$ cat src/rtl/mfb_pkg.sv
package mfb_pkg;

   localparam int PANEL_WIDTH  = 400;
   localparam int PANEL_HEIGHT = 300;
   localparam int ROW_BYTES    = (PANEL_WIDTH + 7) / 8;
   localparam int STORE_BYTES  = ROW_BYTES * PANEL_HEIGHT;
   localparam int STORE_AW     = $clog2(STORE_BYTES);

   localparam logic [1:0] ACT_IMAGE = 2'd0;
   localparam logic [1:0] ACT_PIXEL = 2'd1;
   localparam logic [1:0] ACT_FILL  = 2'd2;
   localparam logic [1:0] ACT_READ  = 2'd3;

   localparam logic [1:0] CSR_IMAGE_LEFT    = 2'd0;
   localparam logic [1:0] CSR_IMAGE_TOP     = 2'd1;
   localparam logic [1:0] CSR_IMAGE_COLUMNS = 2'd2;
   localparam logic [1:0] CSR_IMAGE_ROWS    = 2'd3;

   typedef logic [STORE_AW-1:0] addr_type;
   typedef logic [7:0]          byte_type;

   typedef struct packed {
      byte_type    mask;
      logic [2:0]  shift;
      logic        second;
   } merge_ctrl_type;

endpackage

$ cat src/rtl/mfb_merge.sv
module mfb_merge (
   input  mfb_pkg::merge_ctrl_type  ctrl,
   input  mfb_pkg::byte_type        src_bits,
   input  mfb_pkg::byte_type        old_byte,
   output mfb_pkg::byte_type        new_byte,
   output logic                     touch
);

   logic [15:0]       data_wide;
   logic [15:0]       mask_wide;
   mfb_pkg::byte_type data_sel;
   mfb_pkg::byte_type mask_sel;

   // the source byte spans the target byte and the one to its right
   assign data_wide = {src_bits, 8'h00} >> ctrl.shift;
   assign mask_wide = {ctrl.mask, 8'h00} >> ctrl.shift;
   assign data_sel  = ctrl.second ? data_wide[7:0] : data_wide[15:8];
   assign mask_sel  = ctrl.second ? mask_wide[7:0] : mask_wide[15:8];
   assign new_byte  = (old_byte & ~mask_sel) | (data_sel & mask_sel);
   assign touch     = |mask_sel;

endmodule

$ cat config.mk
export PLATFORM = sky130hd
export DESIGN_NAME = mfb_merge
export DESIGN_NICKNAME = d
export VERILOG_FILES = /design/src/rtl/mfb_pkg.sv /design/src/rtl/mfb_merge.sv
export SDC_FILE = /design/constraint.sdc
export NUM_CORES = 1
export LEC_CHECK = 0
export BUFFER_PORTS_ARGS = -buffer_cell sky130_fd_sc_hd__buf_2
export CAP_MARGIN = 20
export CELL_PAD_IN_SITES_DETAIL_PLACEMENT = 1
export CELL_PAD_IN_SITES_GLOBAL_PLACEMENT = 2
export CORE_ASPECT_RATIO = 1.75
export CORE_MARGIN = 5
export CORE_UTILIZATION = 29
export DETAILED_ROUTE_END_ITERATION = 10
export PLACE_DENSITY_LB_ADDON = 0.08
export SYNTH_ARGS = -nofsm -noshare
export SYNTH_HDL_FRONTEND = slang
export SYNTH_SLANG_ARGS = --single-unit
$ cat constraint.sdc
create_clock -name vclk -period 2.1
set_input_delay 0.105 -clock vclk [all_inputs]
set_output_delay 0.105 -clock vclk [all_outputs]
set_load 0.01 [all_outputs]
======== Word level (Yosys, flattened, before mapping) ========
Index checks and enable logic that the tools add are counted.
Widths: inputs -> output; s select.
storage, ports and cells
  register bits ........................... 0
  latch bits .............................. 0
  bits in writable memories ............... 0
  bits in read-only memories .............. 0
  input bits .............................. 28
  output and inout bits ................... 9
  logic and storage cells ................. 9
  memories kept ........................... 0
operators by class
  add/sub/neg operators ................... 0
  multiply operators ...................... 0
  div/mod/pow operators ................... 0
  order comparisons ....................... 0
  eq/ne operators ......................... 0
  shift-type cells ........................ 2
  multiplexer cells ....................... 2
  bitwise gates (word level) .............. 4
  reduce and logical (&&, ||, !) cells .... 1
operator list
  kind             count
  $shr 16x3->16    2
  $and 8x8->8      2
  $mux 8           2
  $not 8->8        1
  $or 8x8->8       1
  $reduce_or 8->1  1

======== Depth between registers and ports, before layout ========
  depth in word-level cells ............... 5
  gate-level depth with buffers ........... 7
  depth with buffers taken out ............ 5

======== Worst setup path after synthesis ========
No wires, ideal clock.
  path kind ............................... input -> output
  from .................................... input ctrl[1] (netlist bit)
  to ...................................... output new_byte[4]
  data arrival time ....................... 1.369 ns
  data required time ...................... 1.995 ns
  slack ................................... 0.626 ns
  cell stages on the path ................. 4
  path buffers ............................ 1
  cells stage by stage .................... buf_4 -> mux4_2 -> a31o_2 -> a211oi_1
on the way
  cells in the longest elaborated chain, start to end .. 5
  elaborated cells between the ends (all ways) .. 8
  classes of those cells .................. shift: 2; mux: 2; bitwise: 4
RTL lines
  what                RTL line         text
  start: declaration  mfb_merge.sv:2   input mfb_pkg::merge_ctrl_type ctrl,
  $shr 16x3->16       mfb_merge.sv:16  assign mask_wide = {ctrl.mask, 8'h00} >> ctrl.shift;
  $mux 8              mfb_merge.sv:18  assign mask_sel = ctrl.second ? mask_wide[7:0] : mask_wide[15:8];
  $not 8->8           mfb_merge.sv:19  assign new_byte = (old_byte & ~mask_sel) | (data_sel & mask_sel);
  $and 8x8->8         mfb_merge.sv:19
  $or 8x8->8 (*)      mfb_merge.sv:19
  end: declaration    mfb_merge.sv:5   output mfb_pkg::byte_type new_byte,
Every way passes the cells marked *; elsewhere a longest branch is shown, timed or not.

======== Final worst setup path ========
  from .................................... input ctrl[2] (netlist bit)
  to ...................................... output new_byte[7]
The elaborated chain is that of the path after synthesis.

==> impl_metrics.env <==
export IMPL_status="finished clean"
export IMPL_rows=25
export IMPL_crit_start="ctrl[2]"
export IMPL_clkbuf_count=0
export IMPL_cts_resized=0
export IMPL_core_sq_mm=0.00269
export IMPL_fmax_mhz=542
export IMPL_grt_overflow=0
export IMPL_wl_per_cell_microns=17.4
export IMPL_initial_utilization=0.300
export IMPL_drt_wl_total_mm=2.77
export IMPL_fin_crit_sh=0.879
export IMPL_placed_cell_area_sq_um=991
export IMPL_yosysWarnings=0
export IMPL_p_per_area_mw_per_mm2=256
export IMPL_finalInstanceArea_sq_um=991
export IMPL_worst_pin_slew_ns=0.427
export IMPL_synth_cell_types=39
export IMPL_worst_ep_arrival_time_ns=1.74
export IMPL_place_ws_ns=0.245
export IMPL_first_iter_violations=20
export IMPL_drc=0
export IMPL_grt_max_degree=20
export IMPL_diodes=0
export IMPL_hp_start="old_byte[0]"
export IMPL_layout_drive_gt1_share=0.455
export IMPL_synth_avg_cell_area_sq_um=8.06
export IMPL_ir_worst_vdd_mv=0.0747
export IMPL_place_hpwl_mm=2.37
export IMPL_critPathKind="in2out"
export IMPL_seq_cells=0
export IMPL_min_path_type="in2out"
export IMPL_critPathRequiredTime_ns=2.00
export IMPL_viasPerCell=5.84
export IMPL_cp_max_fo=15
export IMPL_hold_buffers=0
export IMPL_postCtsSetupRepairBufs=0
export IMPL_regArea_sq_um=0
export IMPL_die_x_microns=49.8
export IMPL_whs_ns=0.500
export IMPL_seq_area_frac_synth=0
export IMPL_maxSlewHeadroom=0.715
export IMPL_antenna_found_initial=0
export IMPL_synthToLayoutAreaGrowth_pct=23.0
export IMPL_finalHoldViolCount=0
export IMPL_grt_pass1_wl_mm=4.52
export IMPL_fillers=365
export IMPL_finalSetupViolations=0
export IMPL_dr_pass1_iters=4
export IMPL_io_pins=37
export IMPL_synth_area_sq_um=806
export IMPL_die_h_microns=79.7
export IMPL_track_usage=0.136
export IMPL_maxCapViolCount=0
export IMPL_synth_fp_nets=128
export IMPL_leakage_nw=0.444
export IMPL_finalSetupTns_ns=0
export IMPL_vias=928
export IMPL_rsz0062_at_grt="false"
export IMPL_grt_pass1_vias=1001
export IMPL_fin_crit_ns=1.85
export IMPL_synthCells=100
export IMPL_critPathLaunchType="primary input"
export IMPL_ant_nets=0
export IMPL_dieArea_sq_mm=0.00397
export IMPL_fin_nets=162
export IMPL_worst_slack_ns=0.255
export IMPL_portBuffers=37
export IMPL_slew_viol_final=0
export IMPL_finalWeightedCongestion=0.825
export IMPL_crit_path_end_kind="primary output"
-- final timing paths --
kind | cells after the start | end | slack (ns)
worst max-delay path | 8 | new_byte[7] | 0.25
worst min-delay path | 3 | new_byte[0] | 0.50
-- cells in the mapped netlist (all sizes together) --
| library cell | number | share of area |
|---|---|---|
| o21a | 2 | 0.019 |
| o21ai | 4 | 0.025 |
| mux2i | 12 | 0.15 |
| clkinv | 1 | 0.0047 |
| buf | 6 | 0.056 |
| a21oi | 7 | 0.043 |
| inv | 3 | 0.014 |
| a221oi | 2 | 0.029 |
| nand2 | 6 | 0.028 |
| a311oi | 1 | 0.019 |
| and2 | 2 | 0.019 |
| a22oi | 2 | 0.019 |
| nor4 | 2 | 0.016 |
| and4 | 1 | 0.011 |
| mux4 | 3 | 0.084 |
| a22o | 2 | 0.022 |
| nor3 | 1 | 0.0062 |
| o221ai | 2 | 0.022 |
| nor4b | 1 | 0.019 |
| mux2 | 12 | 0.19 |
| and4b | 1 | 0.012 |
| nor2b | 1 | 0.0078 |
| a211oi | 3 | 0.028 |
| nor2 | 11 | 0.051 |
| or2 | 2 | 0.016 |
| o22ai | 7 | 0.062 |
| clkbuf | 1 | 0.0047 |
| o211ai | 1 | 0.0093 |
| a31o | 1 | 0.011 |
-- final cells by class --
| type | instances | area [sq um] | area share |
|---|---|---|---|
| Inverter | 4 | 15.0 | 0.0152 |
| Multi-Input combinational cell | 89 | 742 | 0.749 |
| Tap cell | 27 | 33.8 | 0.0341 |
| Timing Repair Buffer | 39 | 200 | 0.202 |
-- through the flow --
stage	total power, W	std cells	util
after CTS	0.000258	159	0.368
after detailed placement	0.000256	159	0.368
after global routing	0.000279	159	0.368
after global placement	0.000253	159	0.368
after floorplan	0.000172	100	-
final	0.000254	159	0.368
-- worst max-delay path: stages --
cell and delay [ns]:
buf_2 0.20, buf_4 0.26, mux2_4 0.32, a21oi_1 0.16
nor2_1 0.07, a22o_1 0.23, mux2_2 0.25, buf_2 0.14
-- cell usage in the layout, fill, tap and decap left out, types with 2 or more instances in the layout --
cell and count:
a211oi_1 3, a21oi_1 7, a22o_1 2, a22oi_1 2, buf_2 37, buf_4 2
inv_1 2, mux2_1 2, mux2_2 5, mux2_4 5, mux2i_1 11, mux4_2 3
nand2_1 6, nor2_1 11, nor4_1 2, o21a_1 2, o21ai_0 3, o221ai_1 2
o22ai_1 6, or2_1 2
-- kinds of logic (layout without fill, tap and decap cells) --
kind of cell           count (synthesis)  in the layout  synth area share
AOI/OAI and AO/OA                     34             34             0.307
muxes                                 27             27             0.429
buffers and inverters                 11             43            0.0792
and+or+nand+nor                       28             28             0.185
-- routing by layer --
metal	up-vias	routed length, microns	track usage
met2	21	1570	0.269
met1	444	1080	0.154
met4	0	34	0.0184
met3	2	85	0.00935
li1	461	-	-
met5	-	0	0
-- power by group --
part	switching, W	internal (W)	leakage (nW)
sequential	0	0	0
clock	0	0	0
combinational	0.000135	0.000119	0.444
total	0.000135	0.000119	0.444
Note: power is estimated with default switching activity, not from simulation.
